===== src/rtl/sba_pkg.sv =====
// Shared constants, types and helpers for the spectrum bin averager.
// No dependencies; every other file of the block except sba_ram imports this package.
package sba_pkg;

    localparam int FFT_LENGTH      = 1024;
    localparam int HALF_LENGTH     = FFT_LENGTH / 2;
    localparam int MAX_HOPS        = 8;
    localparam int LEVEL_FRAC_BITS = 12;
    localparam int STORE_DEPTH     = 8192;
    localparam int ADDR_W          = 13;
    localparam int LEVEL_W         = 24;
    localparam int NORM_W          = 18;
    localparam int LG_W            = 20;
    localparam int LOG_STEPS       = 16;
    localparam int LOG_SHIFT       = 48 - LEVEL_FRAC_BITS;
    localparam int FIFO_DEPTH      = 32;
    localparam int FIFO_PTR_W      = $clog2(FIFO_DEPTH);
    localparam int HAZARD_SPAN     = 4;

    localparam logic [NORM_W-1:0] NORM_RESET  = 18'd44389;
    localparam logic [16:0]       C_FAST      = 17'd58982;
    localparam logic [16:0]       C_SLOW_KEEP = 17'd64225;
    localparam logic [10:0]       C_SLOW_NEW  = 11'd1311;
    localparam logic [30:0]       LOG10_2_Q32 = 31'd1292913987;

    typedef logic signed [LEVEL_W-1:0] level_t;
    typedef logic [ADDR_W-1:0]         addr_t;

    localparam level_t LEVEL_MAX        = 24'sh7FFFFF;
    localparam level_t LEVEL_MIN        = 24'sh800000;
    localparam level_t LEVEL_INIT       = 24'(-150 * (1 << LEVEL_FRAC_BITS));
    localparam level_t LEVEL_SLOW_FLOOR = 24'(-100 * (1 << LEVEL_FRAC_BITS));

    typedef struct packed {
        level_t fast;
        level_t slow;
        level_t peak;
    } store_word_t;

    typedef struct packed {
        logic                   valid;
        logic                   zero;
        addr_t                  addr;
        logic signed [LG_W-1:0] lg;
    } lg_item_t;

    typedef struct packed {
        addr_t  addr;
        level_t fast;
        level_t slow;
        level_t peak;
    } out_word_t;

    typedef struct packed {
        logic      valid;
        out_word_t word;
    } result_t;

    function automatic level_t sat_level(input logic signed [47:0] v);
        level_t r;
        if (v > 48'sd8388607) begin
            r = LEVEL_MAX;
        end else if (v < -48'sd8388608) begin
            r = LEVEL_MIN;
        end else begin
            r = v[LEVEL_W-1:0];
        end
        return r;
    endfunction

endpackage


===== src/rtl/sba_fifo.sv =====
// Output queue that holds finished results until the downstream side takes them.
// Depends on sba_pkg.
module sba_fifo (
    input  logic               clk,
    input  logic               rst_n,
    input  logic               push,
    input  sba_pkg::out_word_t wdata,
    input  logic               pop,
    output sba_pkg::out_word_t rdata,
    output logic               not_empty
);
    import sba_pkg::*;

    out_word_t               mem_reg [FIFO_DEPTH];
    logic [FIFO_PTR_W-1:0]   wr_ptr_reg;
    logic [FIFO_PTR_W-1:0]   rd_ptr_reg;
    logic [FIFO_PTR_W:0]     count_reg;
    logic [FIFO_PTR_W:0]     count_next;

    always_comb
    begin
        count_next = count_reg;
        if (push && !pop)
        begin
            count_next = count_reg + 1'b1;
        end
        else if (pop && !push)
        begin
            count_next = count_reg - 1'b1;
        end
    end

    always_ff @(posedge clk or negedge rst_n)
    begin
        if (!rst_n)
        begin
            wr_ptr_reg <= '0;
            rd_ptr_reg <= '0;
            count_reg  <= '0;
        end
        else
        begin
            if (push)
            begin
                wr_ptr_reg <= wr_ptr_reg + 1'b1;
            end
            if (pop)
            begin
                rd_ptr_reg <= rd_ptr_reg + 1'b1;
            end
            count_reg <= count_next;
        end
    end

    always_ff @(posedge clk)
    begin
        if (push)
        begin
            mem_reg[wr_ptr_reg] <= wdata;
        end
    end

    assign rdata     = mem_reg[rd_ptr_reg];
    assign not_empty = (count_reg != '0);

endmodule


===== config.mk =====
export PLATFORM = sky130hd
export DESIGN_NAME = sba_fifo
export DESIGN_NICKNAME = d
export VERILOG_FILES = /design/src/rtl/sba_pkg.sv /design/src/rtl/sba_fifo.sv
export SDC_FILE = /design/constraint.sdc
export NUM_CORES = 2
export LEC_CHECK = 0
export ABC_AREA = 1
export BUFFER_PORTS_ARGS = -buffer_cell sky130_fd_sc_hd__buf_2
export CORE_UTILIZATION = 56
export CTS_BUF_LIST = sky130_fd_sc_hd__clkbuf_8
export DETAILED_ROUTE_END_ITERATION = 10
export PLACE_DENSITY = 0.72
export SYNTH_ARGS = -nofsm -noshare
export SYNTH_HDL_FRONTEND = slang
export SYNTH_SLANG_ARGS = --single-unit

===== constraint.sdc =====
create_clock -name clk -period 8.65 [get_ports clk]
set_input_delay 1.73 -clock clk [delete_from_list [all_inputs] [get_ports clk]]
set_output_delay 1.73 -clock clk [all_outputs]
set_load 0.02 [all_outputs]

Yosys cells after proc, flatten, opt, wreduce, memory -nomap -nowiden
Memories as Yosys holds them, arrays and structs flattened.
Index checks and enable logic that the tools add are counted.
{"block": "totals", "ff_bits": 16, "ram_bits": 2720, "inputBits": 89, "output_inout_bits": 86, "elab_cells": 18, "mem_count": 1}
{"name": "mem_reg", "depth": 32, "word_bits": 85, "read_ports": 1, "rd_clocked_by_memory_dff": 0, "write_ports": 1, "line_no": "sba_fifo.sv:14", "text": "out_word_t mem_reg [FIFO_DEPTH];"}
{"block": "op_classes", "n_addsub": 4, "n_mux": 4, "n_reduce_logical": 6}
{"op": "$mux W6", "n": 2}
{"op": "$add A5 B1 Y5 const B", "n": 2}
{"op": "$add A6 B1 Y6 const B", "n": 1}
{"op": "$reduce_bool A6 Y1", "n": 1}
{"op": "$sub A6 B1 Y6 const B", "n": 1}
{"op": "$logic_and A1 B1 Y1", "n": 2}
{"op": "$logic_not A1 Y1", "n": 2}
{"op": "$mux W1", "n": 2}
{"op": "$reduce_bool A2 Y1", "n": 1}

Depth between registers and ports, before layout
{"block": "logic_depth", "depth_word": 4, "mapped_depth": 14, "ltp_nobuf": 12}

Least setup slack after synthesis
No wires, ideal clock.
{"block": "synth_timing", "path_type": "input-to-reg", "startpoint": "input port push", "endpoint": "memory mem_reg[31][0] in the netlist's numbering, enable pin", "arrival_time_ps": 8045, "required_ps": 8017, "path_slack_ps": -28, "path_stages": 3, "n_path_buf": 1, "path_cell_list": "clkbuf_1 > nand2_1 > nor3_1"}
{"block": "synth_between", "elab_chain_len": 2}
{"element": "from (decl)", "line_no": "sba_fifo.sv:6", "text": "input logic push,"}
{"element": "$mux W1", "line_no": "sba_fifo.sv:57", "text": "if (push)"}
{"element": "$mux W1 (not written as such)", "line_no": "sba_fifo.sv:59", "text": "mem_reg[wr_ptr_reg] <= wdata;"}
{"element": "to (decl)", "line_no": "sba_fifo.sv:14"}
No other way between the ends.

==> flow_summary.json <==
{
  "outcome": "finished clean",
  "globalplace.congestion": 0.789,
  "slew_headroom": 0.126,
  "dp_hpwl_um": 148000,
  "postCtsSetupBuffers": 0,
  "cts_hold_buffers": 0,
  "placement.io_buffers": 174,
  "largest_reg_flops": 2720,
  "syn_area_per_cell_sq_um": 10.5,
  "ant_nets": 0,
  "vias": 79600,
  "worstPathRequired_ns": 6.92,
  "wl_per_cell_um": 21.9,
  "peakVddDrop_mv": 0.459,
  "yosysSeqAreaShare": 0.708,
  "skew_ns": 0.0565,
  "cts.repair.resized": 0,
  "cts_buffers": 436,
  "hold_viol": 0,
  "hp-start": "count_reg[5]$_DFFE_PN0P_",
  "fp-row-count": 166,
  "min_period_over_period": 0.807,
  "grt-ovfl-total": 0,
  "io_pins": 175,
  "cts_tree": "built",
  "grt_setup_unrepaired": "no",
  "gr-usage-all-layers": 0.296,
  "grt_pass1_vias": 76700,
  "drv_cap": 0,
  "die_y_um": 457,
  "finalCriticalPeriod_ns": 6.98,
  "cts.sinks": 2736,
  "p_per_area_nw_per_um2": 317,
  "drc_errors": 0,
  "core_sq_um": 205000,
  "die_area_sq_um": 209000,
  "synth_nets": 11200,
  "htreeDepth": 5,
  "r2r_start": "wr_ptr_reg[0]$_DFFE_PN0P_",
  "areaGrowthSynthToFinish_pct": 9.19,
  "slew_violations": 0,
  "insertion_delay_ns": 1.14,
  "clockBufferDepth": 4,
  "nets": 11300,
  "stdcell_count": 14300,
  "clkSlewWorstSetupHoldPaths_ns": 0.06,
  "cp_data_arrival_time_ns": 5.25,
  "cp_max_fo": 66,
  "rr_endpoint": "mem_reg[10][45]$_DFFE_PP_",
  "initial_core_util": 0.565,
  "grt_pass1_wl_um": 465000,
  "root_buffer": "clkbuf_8",
  "critPathCaptureType": "primary output",
  "drt_wl_total_um": 312000,
  "via_per_inst": 5.58,
  "yosysWarnings": 0,
  "holdPathEnd": "count_reg[5]$_DFFE_PN0P_",
  "grt_max_degree": 231,
  "drt_iter0_markers": 10200,
  "antenna_found_initial": 31,
  "chipWidth_um": 457,
  "dp_cells": 13500,
  "synthCells": 11100,
  "worstMarginPinSlew_ns": 1.31,
  "n_fill_cell": 15900,
  "hp-class": "flop to flop",
  "p_leak_uw": 0.0530,
  "worst-setup-path-type": "flop to primary output",
  "hold_depth": 2,
  "final_layout_size_suffix_gt1_frac": 0.0717,
  "r2r_setup_slack_ns": 4.99,
  "worst-r2r-cell-count": 5,
  "critPathLaunchType": "flop",
  "netlist_area_sq_um": 116000,
  "synthDistinctLibCells": 24,
  "fin_tns_setup_ns": 0,
  "ys_ff_latch": 2736,
  "firstDrtPassIters": 6,
  "setup_viol": 0,
  "max_freq_mhz": 143
}
[placed cells by master (no fill, tap or decap), drive strengths merged]
master and count:
clkinvlp 5, o211ai 32, nand3 1379, bufinv 3, diode 19, nor3 3
xnor2 2, xor2 6, a21oi 130, nor2 516, o22ai 1, fa 1
a31oi 1, dfrtp 16, clkinv 154, buf 289, nand2 4131, clkbuf 442
ha 10, o21ai 37, edfxtp 2720, nand4 3, or2 2, inv 1677
[metal layers]
layer | share of wire | track usage | vias to the layer above
li1 | - | - | 36300
met1 | 0.39 | 0.396 | 38200
met2 | 0.48 | 0.485 | 4417
met3 | 0.10 | 0.0523 | 717
met4 | 0.035 | 0.111 | 14
met5 | 0.00029 | 0 | -
[report_power, final]
part           internal (uW)  switching (uW)
combinational           3800           10900
clock                   4800            4950
sequential             15400             317
total                  24000           16100
[cells in the mapped netlist]
library cell,number,share of area
nand2_1,4131,0.13
xor2_1,6,0.00045
edfxtp_1,2720,0.70
ha_1,10,0.0011
buf_6,3,0.00029
o211ai_1,32,0.0021
buf_4,13,0.00084
inv_2,6,0.00019
a31oi_1,1,0.000054
fa_1,1,0.00017
nor3_1,3,0.00013
buf_2,201,0.0087
nand3_1,1379,0.060
or2_2,2,0.00011
clkbuf_1,253,0.0082
dfrtp_1,16,0.0035
o22ai_1,1,0.000054
xnor2_1,2,0.00015
nand4_1,3,0.00016
nor2_1,516,0.017
a21oi_1,130,0.0056
o21ai_0,37,0.0016
buf_1,93,0.0030
inv_1,1521,0.049
[worst max-delay path by stage]
stage | startpoint | end | slack (ns) | cells past startpoint
floorplan | push | mem_reg[23][0]$_DFFE_PP_ | 0.12 | 3
global placement | rd_ptr_reg[2]$_DFFE_PN0P_ | rdata[13] | 2.92 | 9
detailed placement | rd_ptr_reg[2]$_DFFE_PN0P_ | rdata[13] | 2.97 | 9
CTS | rd_ptr_reg[2]$_DFFE_PN0P_ | rdata[13] | 1.76 | 9
global route | rd_ptr_reg[0]$_DFFE_PN0P_ | rdata[3] | 1.59 | 11
finish | rd_ptr_reg[2]$_DFFE_PN0P_ | rdata[13] | 1.67 | 9
[cell families (layout without fill, tap and decap cells)]
kind of cell	Yosys count	after routing	synth area share
simple gates	6034	6034	0.210
flops	2736	2736	0.708
buf+inv	2090	2570	0.0704
compound gates	201	201	0.00939
fa+ha+maj	11	11	0.00125
xor+xnor	8	8	0.000604
other cells	0	19	0
[through the flow]
step	util	worst slack [ns]	total power, uW	area, sq um	hold WS, ns
global route	0.617	1.59	42100	127000	0.575
global placement	0.580	2.92	30200	119000	0.512
finish	0.617	1.67	40100	127000	0.545
floorplan	-	0.121	25700	116000	0.488
CTS	0.617	1.76	40100	127000	0.541
detailed placement	0.580	2.97	30500	119000	0.528
[cell type report]
type                    instances  area [sq um]  area share
diodes                         19          47.5    0.000376
clock buffers                 442          6080      0.0481
clock inverters               312          1350      0.0107
inverters                    1527          5780      0.0456
multi-input cells            6254         25900       0.205
flip-flops and latches       2736         82100       0.648
well taps                    2688          3360      0.0266
repair buffers                289          1950      0.0154
[worst max-delay path: stages (launching register included)]
cell,delay (ns)
dfrtp_4,0.71
buf_4,0.38
nor2_4,0.18
buf_4,0.93
buf_4,0.74
nand2_1,0.12
nand3_1,0.09
nor2_1,0.07
nor2_1,0.58
buf_2,0.30
Power figures use the tool's default switching activity.
