<file path="src/rtl/sba_pkg.sv">
// Shared constants, types and helpers for the spectrum bin averager.
// No dependencies; every other file of the block except sba_ram imports this package.
package sba_pkg;

    localparam int FFT_LENGTH      = 1024;
    localparam int HALF_LENGTH     = FFT_LENGTH / 2;
    localparam int MAX_HOPS        = 8;
    localparam int LEVEL_FRAC_BITS = 12;
    localparam int STORE_DEPTH     = 8192;
    localparam int ADDR_W          = 13;
    localparam int LEVEL_W         = 24;
    localparam int NORM_W          = 18;
    localparam int LG_W            = 20;
    localparam int LOG_STEPS       = 16;
    localparam int LOG_SHIFT       = 48 - LEVEL_FRAC_BITS;
    localparam int FIFO_DEPTH      = 32;
    localparam int FIFO_PTR_W      = $clog2(FIFO_DEPTH);
    localparam int HAZARD_SPAN     = 4;

    localparam logic [NORM_W-1:0] NORM_RESET  = 18'd44389;
    localparam logic [16:0]       C_FAST      = 17'd58982;
    localparam logic [16:0]       C_SLOW_KEEP = 17'd64225;
    localparam logic [10:0]       C_SLOW_NEW  = 11'd1311;
    localparam logic [30:0]       LOG10_2_Q32 = 31'd1292913987;

    typedef logic signed [LEVEL_W-1:0] level_t;
    typedef logic [ADDR_W-1:0]         addr_t;

    localparam level_t LEVEL_MAX        = 24'sh7FFFFF;
    localparam level_t LEVEL_MIN        = 24'sh800000;
    localparam level_t LEVEL_INIT       = 24'(-150 * (1 << LEVEL_FRAC_BITS));
    localparam level_t LEVEL_SLOW_FLOOR = 24'(-100 * (1 << LEVEL_FRAC_BITS));

    typedef struct packed {
        level_t fast;
        level_t slow;
        level_t peak;
    } store_word_t;

    typedef struct packed {
        logic                   valid;
        logic                   zero;
        addr_t                  addr;
        logic signed [LG_W-1:0] lg;
    } lg_item_t;

    typedef struct packed {
        addr_t  addr;
        level_t fast;
        level_t slow;
        level_t peak;
    } out_word_t;

    typedef struct packed {
        logic      valid;
        out_word_t word;
    } result_t;

    function automatic level_t sat_level(input logic signed [47:0] v);
        level_t r;
        if (v > 48'sd8388607) begin
            r = LEVEL_MAX;
        end else if (v < -48'sd8388608) begin
            r = LEVEL_MIN;
        end else begin
            r = v[LEVEL_W-1:0];
        end
        return r;
    endfunction

endpackage

</file>
<file path="src/rtl/sba_update.sv">
// Level update pipeline: fast average, slow filter and max-hold from stored levels.
// Depends on sba_pkg; the store read data arrives in the cycle after lg_item.
module sba_update (
    input  logic                 clk,
    input  logic                 rst_n,
    input  sba_pkg::lg_item_t    lg_item,
    input  sba_pkg::store_word_t rd_word,
    output sba_pkg::result_t     res
);
    import sba_pkg::*;

    lg_item_t           a_reg;
    logic signed [41:0] pf_a;
    logic signed [41:0] ps_a;

    logic               vb_reg;
    logic               zb_reg;
    addr_t              addrb_reg;
    logic signed [LG_W-1:0] lgb_reg;
    logic signed [41:0] pfb_reg;
    logic signed [41:0] psb_reg;
    level_t             peakb_reg;
    logic signed [47:0] fast_sum;
    level_t             fast_b;

    logic               vc_reg;
    logic               zc_reg;
    addr_t              addrc_reg;
    level_t             fastc_reg;
    logic signed [41:0] psc_reg;
    level_t             peakc_reg;
    logic signed [36:0] pn_c;

    logic               vd_reg;
    logic               zd_reg;
    addr_t              addrd_reg;
    level_t             fastd_reg;
    logic signed [41:0] psd_reg;
    logic signed [36:0] pnd_reg;
    level_t             peakd_reg;
    logic signed [47:0] slow_sum;
    level_t             slow_d;
    level_t             peak_d;

    assign pf_a = rd_word.fast * $signed({1'b0, C_FAST});
    assign ps_a = rd_word.slow * $signed({1'b0, C_SLOW_KEEP});

    assign fast_sum = ((48'(pfb_reg) + 48'sd32768) >>> 16) + 48'(lgb_reg);
    assign fast_b   = zb_reg ? LEVEL_MIN : sat_level(fast_sum);

    assign pn_c = fastc_reg * $signed({1'b0, C_SLOW_NEW});

    assign slow_sum = (48'(psd_reg) + 48'(pnd_reg) + 48'sd32768) >>> 16;

    // A zero-power bin pins the slow level to its floor and leaves max-hold alone.
    always_comb
    begin
        if (zd_reg)
        begin
            slow_d = LEVEL_SLOW_FLOOR;
            peak_d = peakd_reg;
        end
        else
        begin
            slow_d = sat_level(slow_sum);
            peak_d = ((slow_d != '0) && (slow_d > peakd_reg)) ? slow_d : peakd_reg;
        end
    end

    always_ff @(posedge clk or negedge rst_n)
    begin
        if (!rst_n)
        begin
            a_reg  <= '0;
            vb_reg <= 1'b0;
            vc_reg <= 1'b0;
            vd_reg <= 1'b0;
        end
        else
        begin
            a_reg  <= lg_item;
            vb_reg <= a_reg.valid;
            vc_reg <= vb_reg;
            vd_reg <= vc_reg;
        end
    end

    always_ff @(posedge clk)
    begin
        zb_reg     <= a_reg.zero;
        addrb_reg  <= a_reg.addr;
        lgb_reg    <= a_reg.lg;
        pfb_reg    <= pf_a;
        psb_reg    <= ps_a;
        peakb_reg  <= rd_word.peak;
        zc_reg     <= zb_reg;
        addrc_reg  <= addrb_reg;
        fastc_reg  <= fast_b;
        psc_reg    <= psb_reg;
        peakc_reg  <= peakb_reg;
        zd_reg     <= zc_reg;
        addrd_reg  <= addrc_reg;
        fastd_reg  <= fastc_reg;
        psd_reg    <= psc_reg;
        pnd_reg    <= pn_c;
        peakd_reg  <= peakc_reg;
    end

    assign res.valid     = vd_reg;
    assign res.word.addr = addrd_reg;
    assign res.word.fast = fastd_reg;
    assign res.word.slow = slow_d;
    assign res.word.peak = peak_d;

endmodule

</file>
<file path="config.mk">
export PLATFORM = sky130hd
export DESIGN_NAME = sba_update
export DESIGN_NICKNAME = d
export VERILOG_FILES = /design/src/rtl/sba_pkg.sv /design/src/rtl/sba_update.sv
export SDC_FILE = /design/constraint.sdc
export NUM_CORES = 2
export LEC_CHECK = 0
export BUFFER_PORTS_ARGS = -buffer_cell sky130_fd_sc_hd__buf_2
export CORE_MARGIN = 2
export CORE_UTILIZATION = 57
export DETAILED_ROUTE_END_ITERATION = 6
export PLACE_DENSITY = 0.78
export SLEW_MARGIN = 25
export SYNTH_ARGS = -nofsm -noshare
export SYNTH_HDL_FRONTEND = slang
export SYNTH_SLANG_ARGS = --single-unit
</file>
<file path="constraint.sdc">
create_clock -name clk -period 6.15 [get_ports clk]
set_clock_uncertainty 0.05 [all_clocks]
set_input_delay 0.615 -clock clk [delete_from_list [all_inputs] [get_ports clk]]
set_output_delay 0.615 -clock clk [all_outputs]
set_load 0.01 [all_outputs]
</file>
## After elaboration in Yosys (flattened, before gate mapping)

Cells that the tools add are included.

- Register bits: 419
- Input port bits: 109
- Output and inout port bits: 86
- Word-level logic and storage cells: 46

- Add/subtract/negate cells: 4
- Multiply operators: 3
- Magnitude comparators: 5
- Mux-type cells: 8
- Reductions and logical operators: 2

Operators with widths:

| kind | count |
|---|---|
| 2-to-1 mux 24 bit | 8 |
| greater-than comparator 27 x 24 -> 1 bit, second input constant | 2 |
| less-than comparator 27 x 24 -> 1 bit, second input constant | 2 |
| adder 42 x 17 -> 43 bit, second input constant | 1 |
| adder 41 x 17 -> 42 bit, second input constant | 1 |
| adder 41 x 36 -> 42 bit | 1 |
| multiplier 24 x 17 -> 41 bit, second input constant | 1 |
| multiplier 24 x 16 -> 40 bit, second input constant | 1 |
| multiplier 24 x 12 -> 36 bit, second input constant | 1 |
| adder 26 x 20 -> 27 bit | 1 |
| greater-than comparator 24 bit | 1 |
| nonzero test 24 bit | 1 |
| logical AND 1 bit | 1 |

## Logic depth before layout (Yosys ltp)

- Word-level depth: 10
- Depth in mapped cells: 30
- Depth with buffers taken out: 26

## Least setup slack after synthesis

Ideal clock, no wire load.

- Path kind: input port to flip-flop
- Start: in rd_word[71] (netlist name)
- End: reg, netlist name pfb_reg[40]
- Library setup time: 0.120 ns
- Arrival time: 6.020 ns
- Data required time: 5.980 ns
- Path slack: -0.040 ns
- Stages on the path: 20
- Path buffers: 3
- Cells stage by stage: clkbuf_1 -> inv_1 -> clkbuf_1 -> fa_1 -> clkbuf_1 -> inv_1 -> fa_1 -> fa_1 -> fa_1 -> fa_1 -> ha_1 -> and4_1 -> nand2_1 -> a21oi_1 -> nor2_1 -> o41ai_1 -> o41ai_1 -> o21bai_1 -> a21oi_1 -> xnor2_1

- Cells in the longest elaborated chain, start to end: 1

RTL lines:

| what | line | source |
|---|---|---|
| from (decl) | sba_update.sv:7 | `input sba_pkg::store_word_t rd_word,` |
| multiplier 24 x 16 -> 40 bit | sba_update.sv:45 | `assign pf_a = rd_word.fast * $signed({1'b0, C_FAST});` |
| net pf_a[40] | sba_update.sv:13 | `logic signed [41:0] pf_a;` |

The timed path passes the listed nets, and every way through them passes these cells.
A chain may end at the register's enable or synchronous reset.

==> results.cfg <==
[status]
outcome = complete, but fails checks
violations = negative setup slack

[die]
dieArea_um2 = 61160
initial_core_util_pct = 57.39
core-area_um2 = 58800
pin_count = 195
rows = 89
die_x_um = 247.3
die_y_um = 247.3

[worst_hold_path]
whs_path_depth = 1
hold_end = peakb_reg[17]
min_from = rd_word[17]
hold_class = in2reg

[placed_design]
dp_hpwl_mm = 63.74
globalplace.congestion = 0.9440
io_buffers = 194

[yosys]
ys_warn_count = 0
synth_area_per_cell_um2 = 10.62
synth_edf_count = 0
synth_area_leaders = fa_1 (26%), dfxtp_1 (22%), ha_1 (21%), inv_1 (6.8%), xnor2_1 (3.1%)
synth_area_um2 = 33740
ys_async_sr_fraction_pct = 9.406
synthCells = 3178
synth_top_area_share_pct = 25.81
synth_commonest_cells = inv_1 (609), ha_1 (561), fa_1 (435)
synth_fp_nets = 4283
ys_seq_area_share_pct = 24.53
ys_ff_latch = 404
ys_types = 84
synthFlopType = dfxtp_1
synth_area_leader_cell = fa_1
synth_most_common_cell = inv_1

[clocking]
clk-insertion-delay-late_ps = 570
clk_pin_slew_worst_paths_ps = 70
cts_tree = built
ctsLongestPathBuffers = 3
clockRootBuffer = clkbuf_16
h-tree-depth = 2
cts-buffers-inserted = 40
cts_hold_buf = 0
numClockSinks = 404

[sta]
fmax_mhz = 144.0
worst_slack_ps = -793.9
max_slew_margin_pct = 41.93
rsz0062_at_grt = yes
finalHoldViolCount = 0
drv_slew = 0
finalSetupViolCount = 25
worst_pin_slew_ps = 871.1
finalCriticalPeriod_ps = 6944
final.period_utilization_pct = 112.9

[route]
post_drt_wl_per_cell_um = 17.65
ant_nets = 0
first_pass_iters = 6
top_layer_used = met5
via_per_inst = 5.315
met3WireLength_mm = 3.673
wl_met2_mm = 38.88
vias = 23930
wl_met1_mm = 34.73
drt_iter0_markers = 1424
drc = 0
routed_wl_mm = 79.46

[finish]
syn2layout_area_growth_pct = 19.14
fillers = 4292
final_nets = 4802
final_util_pct = 68.38
final_layout_size_suffix_gt1_share_pct = 19.55

[critical_path]
crit_type = reg2out
cp_max_fo = 6
reg2reg_from = fastc_reg[1]
max_stage_delay_ps = 340
crit_path_top_delay_cell = or3_4
cp-end-kind = output pin
r2r_slack_ps = 320
required_ps = 5480
arrival_ps = 6280
r2r.worst_path.cells = 21
reg2reg_to = pnd_reg[34]
path_common_cell = buf_6
crit_path_start_kind = register

[flow_run]
drv_cap = 0

[global_routing]
antenna_found_initial = 6
grt_pass1_vias = 25100
grt_max_degree = 39
grt_pass1_wl_mm = 125.8
grt_use_total_pct = 26.05
grt_remaining_overflow = 0
## layer usage
layer / track usage, % / vias up
li1: - / 11480
met1: 34.81 / 11690
met2: 44.91 / 603
met3: 3.549 / 154
met4: 6.287 / 8
met5: 0 / -
## cell type report
cell class                      count  area, um2  share of cell area [%]
Antenna cell                        1      2.502                0.006224
Clock buffer                       49       1096                   2.726
Clock inverter                     24      307.8                  0.7656
Inverter                          609       2286                   5.686
Multi-Input combinational cell   2130      23650                   58.82
Sequential cell                   404       8289                   20.62
Tap cell                          773      967.2                   2.406
Timing Repair Buffer              512       3607                   8.972
## placed cells by master (no fill, tap or decap), drive strengths merged, types with 24 or more instances in the layout
cell type,instances
a21o,86
inv,615
nand2,117
xnor2,119
ha,561
buf,512
nor2b,26
nand3,31
fa,435
o21ai,108
clkbuf,49
and3,24
a21oi,156
dfrtp,38
nor2,108
xor2,52
nor3,31
dfxtp,366
## critical path: cells and delay by family (launching register included)
kind / cells / cell delay (ps)
AO/OA/AOI/OAI: 8 / 1590
XOR/XNOR: 2 / 350
multiplexers: 1 / 310
adder cells (fa/ha/maj): 3 / 750
AND/OR/NAND/NOR: 10 / 1460
flip-flops: 1 / 320
buffers and inverters: 8 / 890
## what timing repair did
item / 4_1_cts / 5_1_grt
resized for setup: 86 / 82
gates cloned: 2 / 0
setup buffers: 40 / 12
pin swaps: 26 / 53
setup endpoints to repair: 24 / 29
## how the worst max path moves through the flow
stage | start | endpoint | slack, ps | cells past startpoint
6_report | pnd_reg[15] | res[8] | -790 | 32
5_1_grt | psd_reg[10] | res[22] | -990 | 28
4_1_cts | pnd_reg[15] | res[19] | -440 | 28
3_5_place_dp | rd_word[51] | pfb_reg[40] | -370 | 22
3_3_place_gp | rd_word[51] | pfb_reg[39] | -280 | 22
2_1_floorplan | rd_word[71] | pfb_reg[40] | 70 | 20
## cells by family (layout without fill, tap and decap cells)
family	after synthesis	in the layout	synth area share, %
AO/OA/AOI/OAI	515	515	9.893
XOR/XNOR	171	171	4.438
adder cells (fa/ha/maj)	996	996	46.61
buffers and inverters	644	1194	7.327
flip-flops	404	404	24.53
multiplexers	31	31	1.190
other	0	1	0
AND/OR/NAND/NOR	417	417	6.011
## stage by stage
step	std cells	hold WS [ps]	setup WS, ps	setup TNS [ps]	area, um2
floorplan	3178	259.6	66.59	0	33750
global placement	4374	259.6	-277.0	-1090	37540
detailed placement	4375	262.1	-374.2	-2500	37550
CTS	4490	59.64	-436.4	-10160	39670
global route	4501	61.59	-987.0	-22610	40200
finish	4502	82.28	-793.9	-17700	40200
Power is not shown: default switching activity piles up to over one toggle a cycle in this logic, so the estimate is an artifact.
